===== src/etsu_pkg.sv =====
// Shared constants, types and the exponential table for the time surface unit.
package etsu_pkg;

	localparam int SENSOR_WIDTH   = 640;
	localparam int SENSOR_HEIGHT  = 480;
	localparam int EXP_TABLE_BITS = 10;

	localparam int PIXELS     = SENSOR_WIDTH * SENSOR_HEIGHT;
	localparam int IDX_W      = (PIXELS > 1) ? $clog2(PIXELS) : 1;
	localparam int TABLE_SIZE = (1 << EXP_TABLE_BITS) + 1;
	localparam int TBL_AW     = EXP_TABLE_BITS + 1;
	localparam int FRAC_BITS  = 19 - EXP_TABLE_BITS;

	localparam int X_W      = 10;
	localparam int Y_W      = 9;
	localparam int TIME_W   = 63;
	localparam int DECAY_W  = 30;
	localparam int OUT_W    = 8;

	// difference kept after the range check: d < 8 * decay
	localparam int D_W       = DECAY_W + 3;
	localparam int NUM_W     = D_W + 16 + 1;
	localparam int DIV_STEPS = 20;
	localparam int DIV_CNT_W = $clog2(DIV_STEPS);

	localparam logic [DECAY_W-1:0] DECAY_RESET = DECAY_W'(30000000);

	typedef logic [31:0] exp_table_t [TABLE_SIZE];

	typedef enum logic [1:0] {
		RES_NONE,
		RES_ZERO,
		RES_FULL,
		RES_SCALED
	} res_sel_t;

	typedef struct packed {
		logic     load;
		logic     index;
		logic     mem_rd;
		logic     mem_wr;
		logic     clr_step;
		logic     check;
		logic     div_load;
		logic     div_step;
		logic     rom_rd;
		logic     interp;
		res_sel_t res_sel;
	} etsu_cmd_t;

	typedef struct packed {
		logic clr_last;
		logic is_read;
		logic miss;
		logic later;
		logic far;
		logic div_last;
		logic e_big;
	} etsu_sts_t;

	// exp(-8*i/2^B) in Q1.31, built from a Taylor series of the step ratio
	function automatic exp_table_t build_exp_table();
		logic [63:0] term;
		logic [63:0] sum;
		logic [63:0] r;
		exp_table_t  t;
		term = 64'd1 << 62;
		sum  = term;
		for (int k = 1; k <= 24; k++) begin
			term = (term >> (EXP_TABLE_BITS - 3)) / 64'(k);
			if ((k & 1) != 0)
				sum = sum - term;
			else
				sum = sum + term;
		end
		r = (sum + (64'd1 << 30)) >> 31;
		t[0] = 32'h8000_0000;
		for (int k = 1; k < TABLE_SIZE; k++) begin
			t[k] = 32'(((64'(t[k-1]) * r) + (64'd1 << 30)) >> 31);
		end
		return t;
	endfunction

	localparam exp_table_t EXP_TABLE = build_exp_table();

endpackage


===== src/etsu_ctrl.sv =====
// Controller state machine for the time surface unit.
module etsu_ctrl (
	input  logic               clk,
	input  logic               arst_n,
	input  logic               start,
	input  etsu_pkg::etsu_sts_t sts,
	output etsu_pkg::etsu_cmd_t cmd,
	output logic               busy
);

	typedef enum logic [9:0] {
		S_CLEAR  = 10'b00_0000_0001,
		S_IDLE   = 10'b00_0000_0010,
		S_INDEX  = 10'b00_0000_0100,
		S_MEM    = 10'b00_0000_1000,
		S_CHECK  = 10'b00_0001_0000,
		S_DECIDE = 10'b00_0010_0000,
		S_DIV    = 10'b00_0100_0000,
		S_LOOK   = 10'b00_1000_0000,
		S_INTERP = 10'b01_0000_0000,
		S_SCALE  = 10'b10_0000_0000
	} state_t;

	state_t state_q;
	state_t state_d;

	always_ff @(posedge clk or negedge arst_n) begin
		if (!arst_n)
			state_q <= S_CLEAR;
		else
			state_q <= state_d;
	end

	always_comb begin
		state_d = state_q;
		cmd     = '0;
		cmd.res_sel = etsu_pkg::RES_NONE;
		case (state_q)
			S_CLEAR: begin
				cmd.clr_step = 1'b1;
				if (sts.clr_last)
					state_d = S_IDLE;
			end
			S_IDLE: begin
				if (start) begin
					cmd.load = 1'b1;
					state_d  = S_INDEX;
				end
			end
			S_INDEX: begin
				cmd.index = 1'b1;
				state_d   = S_MEM;
			end
			S_MEM: begin
				if (sts.is_read) begin
					cmd.mem_rd = 1'b1;
					state_d    = S_CHECK;
				end else begin
					cmd.mem_wr = 1'b1;
					state_d    = S_IDLE;
				end
			end
			S_CHECK: begin
				cmd.check = 1'b1;
				state_d   = S_DECIDE;
			end
			S_DECIDE: begin
				if (sts.miss) begin
					cmd.res_sel = etsu_pkg::RES_ZERO;
					state_d     = S_IDLE;
				end else if (sts.later) begin
					cmd.res_sel = etsu_pkg::RES_FULL;
					state_d     = S_IDLE;
				end else if (sts.far) begin
					cmd.res_sel = etsu_pkg::RES_ZERO;
					state_d     = S_IDLE;
				end else begin
					cmd.div_load = 1'b1;
					state_d      = S_DIV;
				end
			end
			S_DIV: begin
				cmd.div_step = 1'b1;
				if (sts.div_last)
					state_d = S_LOOK;
			end
			S_LOOK: begin
				if (sts.e_big) begin
					cmd.res_sel = etsu_pkg::RES_ZERO;
					state_d     = S_IDLE;
				end else begin
					cmd.rom_rd = 1'b1;
					state_d    = S_INTERP;
				end
			end
			S_INTERP: begin
				cmd.interp = 1'b1;
				state_d    = S_SCALE;
			end
			S_SCALE: begin
				cmd.res_sel = etsu_pkg::RES_SCALED;
				state_d     = S_IDLE;
			end
			default: begin
				state_d = S_IDLE;
			end
		endcase
	end

	assign busy = (state_q != S_IDLE);

endmodule


===== config.mk =====
export PLATFORM = sky130hd
export DESIGN_NAME = etsu_ctrl
export DESIGN_NICKNAME = d
export VERILOG_FILES = /design/src/etsu_pkg.sv /design/src/etsu_ctrl.sv
export SDC_FILE = /design/constraint.sdc
export NUM_CORES = 1
export LEC_CHECK = 0
export BUFFER_PORTS_ARGS = -buffer_cell sky130_fd_sc_hd__buf_2
export CAP_MARGIN = 25
export CELL_PAD_IN_SITES_DETAIL_PLACEMENT = 1
export CELL_PAD_IN_SITES_GLOBAL_PLACEMENT = 1
export CORE_MARGIN = 10
export CORE_UTILIZATION = 36
export DETAILED_ROUTE_END_ITERATION = 8
export PLACE_DENSITY_LB_ADDON = 0.08
export SETUP_SLACK_MARGIN = 0.05
export SLEW_MARGIN = 20
export SYNTH_ARGS = -nofsm -noshare
export SYNTH_HDL_FRONTEND = slang
export SYNTH_SLANG_ARGS = --single-unit

===== constraint.sdc =====
create_clock -name clk -period 2.3 [get_ports clk]
set_clock_uncertainty 0.15 [all_clocks]
set_input_delay 0.115 -clock clk [delete_from_list [all_inputs] [get_ports clk]]
set_output_delay 0.115 -clock clk [all_outputs]
set_load 0.1 [all_outputs]

; ---- Yosys cells after proc, flatten, opt, wreduce, memory -nomap -nowiden
; Cells that the tools add are included.
[classes]
muxes = 30
n_eq_ne = 14
n_reduce_logical = 1
[op_table]
columns = operator, count
row1 = $pmux W10 S9, 1
row2 = $mux W10, 5
row3 = $mux W1, 17
row4 = $eq A10 B1 Y1 const B, 1
row5 = $eq A10 B10 Y1 const B, 1
row6 = $eq A10 B2 Y1 const B, 1
row7 = $eq A10 B3 Y1 const B, 1
row8 = $eq A10 B4 Y1 const B, 1
row9 = $eq A10 B5 Y1 const B, 1
row10 = $eq A10 B6 Y1 const B, 1
row11 = $eq A10 B7 Y1 const B, 1
row12 = $eq A10 B8 Y1 const B, 1
row13 = $eq A10 B9 Y1 const B, 1
row14 = $ne A10 B2 Y1 const B, 1
row15 = $mux W9, 1
row16 = $mux W7, 1
row17 = $mux W2, 3
row18 = $ne A2 B2 Y1 const B, 3
row19 = $pmux W2 S3, 1
row20 = $mux W5, 1
row21 = $reduce_and A3 Y1, 1
[word_totals]
wordCells = 46
reg_bits = 10

; ---- Logic depth before layout (Yosys ltp)
[depth]
depth_word = 4
ltp_mapped = 5

; ---- Worst setup path after synthesis
; No wires, ideal clock.
[synth_path]
path_kind = register -> output
start = register state_q[6]
end = output port cmd[11] (netlist bit)
path_stages_with_launch = 4
n_path_buf = 0
path_slack_ns = -1.575
t_arrival_ns = 3.610
cell_sequence = dfrtp_1 nor4_4 nand4_1 nor2_1
[synth_lines]
columns = item, line
row1 = from (decl), etsu_ctrl.sv:24  ; state_t state_q;
row2 = from (signal assigned), etsu_ctrl.sv:31  ; state_q <= state_d;
row3 = to (decl), etsu_ctrl.sv:7  ; output etsu_pkg::etsu_cmd_t cmd,

==> reports/summary.txt <==
Layout cells sized above 1: 0.528
X dimension of the die: 65.5 um
Half-perimeter wire length of the detailed placement result: 2.09 mm
Mean post-synth cell area: 8.88 um2
Clock sinks: 10
Worst Setup Start Kind: flop
Net switching power: 0.591 mW
Register area share after synthesis: 0.337
Synthesized net count: 94
Crit Path Class: flop to output pin
Vertical die dimension: 65.5 um
Comb power frac: 0.660
Crit path largest cell delay: 0.49 ns
CTS buffer count: 3
Leading cell type in the layout, fill and taps excluded: sky130_fd_sc_hd__buf_4
Crit path arrival time: 2.15 ns
Setup Viol. Count Final: 7
TritonCTS clock tree: done
Slew Limit Fails: 0
Dominant delay contributor by cell family on the critical path: simple AND/OR/NAND/NOR gates
Finished Cell Area: 0.00134 mm2
Flip-flop count of the largest register after layout: 10
Worst-path maximum fanout: 7
Standard cell with the maximum stage delay on the critical path: sky130_fd_sc_hd__dfrtp_2
Total power per unit cell area: 886 mW/mm2
Number of buffer and inverter instances along the worst setup path: 1
Most area-hungry cell type in the Yosys netlist: sky130_fd_sc_hd__dfrtp_1
Worst path setup slack after routing: -0.113 ns
Wire length of the first global-routing pass: 4.86 mm
Ys flop type: sky130_fd_sc_hd__dfrtp_1
Max-cap violations: 0
All-layer global routing usage: 0.145
Maximum clock frequency: 414 MHz
Total overflow reported by the global router: 0
Hold slack final: 0.0586 ns
Most frequent cells in the layout: sky130_fd_sc_hd__buf_4, sky130_fd_sc_hd__buf_12, sky130_fd_sc_hd__buf_2
Distinct cell type count of the synthesized netlist: 36
Post-layout power: 1.19 mW
Post-synth ARST share: 1.00
Number of filler cells placed in the layout: 213
Maximum resistive drop on vdd: 0.546 mV
Area of the core region: 0.00196 mm2
Detailed-route DRC error count: 0
Layout net count: 134
Via count of the first global-routing pass: 973
Antenna cells: 0
Internal power of the cells: 0.600 mW
CP Data Required Time: 2.04 ns
Count of boundary I/O pins: 23
CTS H-tree lvls: 1
Detail Route Antenna Nets: 0
RSZ-0062 raised after global routing: true
Growth of design area from synthesis to finish: 80.2%
Cells traversed along the worst timing path: or4_4 -> or3_4 -> nor2_4 -> and4b_4 -> buf_12
Number of flops mapped to enable cells by yosys: 0
Leak: 0.572 nW
Antenna violations before repair: 0
CTS clock-pin slew for the worst setup and hold paths: 0.07 ns
Average detailed-routed wire length per instance: 23.4 um
Element type at the critical path end: output pin
Share of the core filled with cells: 0.685
Multi-input logic area: 574 um2
Violated checks: setup timing
Area share of the leading cell type in the synthesized netlist: 0.302
Cell count after synthesis: 84
Largest registers: state_q: 10 flops
Die outline area: 0.00429 mm2
Least-Margin Pin Slew: 0.708 ns
RePlAce Congestion: 0.826
Area used by sequential logic in the layout: 253 um2
Synthesized flop and latch total: 10
Top register by number of flip-flops: state_q
Detailed router's first-iteration violation count: 61
Maximum number of pins on one net before global-route repair: 12
Starting density of the core: 0.380
Max_slew headroom: 0.522
Total Negative Setup Slacks: -0.461 ns
Count of buffers inserted at the top-level ports: 22
Detail-routed via count per cell: 6.05
Area post-placement: 0.00112 mm2
Final Cycle Share: 1.05
Clock share of power: 0.138
Clock Latency Late Sink: 0.27 ns
Core Rows: 16
Final WL: 3.52 mm
Count of vias placed by the detailed router: 907
Share of total power in sequential cells: 0.202
Root Buffer: sky130_fd_sc_hd__clkbuf_4
Count of yosys warnings during synthesis: 0
Shortest period the worst path allows: 2.41 ns
Sw Share: 0.496
Maximum number of buffers from clock root to sink: 2
Run status: complete, but fails checks
Area contributors post-synth: sky130_fd_sc_hd__dfrtp_1, sky130_fd_sc_hd__nor4_4, sky130_fd_sc_hd__and4b_1, sky130_fd_sc_hd__nor2_1, sky130_fd_sc_hd__nor4b_1
Final Hold Fails: 0
Worst min-delay path category: input pin to flop
Cell area after synthesis: 746 um2
Detailed Routing Iterations Pass 1: 4
==> synth_stat cells (all sizes together), types with 2 or more instances <==
cell and instances:
inv 4, nor2b 2, nand2b 3, a21oi 2, nor2 10, nor4bb 2, a211oi 2, nand3 2
clkbuf 3, and4b 4, xor2 2, o22ai 2, o21ai 2, or3 3, nand2 3, nor4 3
nor4b 4, dfrtp 9, nand4 2, and2 3, nor3 4, buf 2, and3 3
==> logic make-up after synthesis <==
group                  count (synthesis)  synth area share
buffers and inverters                  9            0.0520
AO/OA/AOI/OAI                         11            0.0990
flip-flops                            10             0.337
XOR/XNOR                               2            0.0235
AND/OR/NAND/NOR                       52             0.488
==> path summary, 6_finish.rpt <==
kind | to | slack, ns | start | cells after the start
max | cmd[3] | -0.11 | state_q[1] | 5
min | state_q[8] | 0.06 | sts[0] | 2
max reg2reg | state_q[1] | 0.03 | state_q[1] | 6
min reg2reg | state_q[3] | 0.46 | state_q[1] | 1
max in group asynchronous | state_q[0] | 1.64 | arst_n | 2
min in group asynchronous | state_q[8] | 0.09 | arst_n | 2
==> cell type report <==
type                    count  share of cell area
clock buffers               4              0.0270
inverters                   4              0.0112
multi-input cells          65               0.427
flip-flops and latches     10               0.188
well taps                  27              0.0251
repair buffers             40               0.321
==> power by group through the flow <==
stage | Clock [mW] | Combinational, mW | Sequential, mW
6_report | 0.164 | 0.786 | 0.241
5_1_grt | 0.180 | 0.823 | 0.243
4_1_cts | 0.170 | 0.650 | 0.230
3_5_place_dp | 0 | 0.615 | 0.232
3_3_place_gp | 0 | 0.597 | 0.229
2_1_floorplan | 0 | 0.434 | 0.229
==> per-layer routing <==
metal | routed length, um | track usage
met5 | 0 | 0
met4 | 46 | 0.0668
met3 | 216 | 0.0475
met2 | 1830 | 0.246
met1 | 1430 | 0.159
==> stage by stage <==
stage / std cells / setup slack [ns]
5_1_grt: 150 / -0.197
2_1_floorplan: 84 / -0.775
6_report: 150 / -0.113
4_1_cts: 146 / -0.0951
3_3_place_gp: 135 / 0.122
3_5_place_dp: 135 / 0.0720
==> timing repair <==
action                                  CTS  global route
hold endpoints to repair                 15             0
hold buffers                              5             0
gates resized for setup                   7            12
pin swaps                                 1             7
setup buffers                             2             5
cloned                                    0             0
endpoints found under the setup margin    9             9
Note: power is estimated with default switching activity, not from simulation.
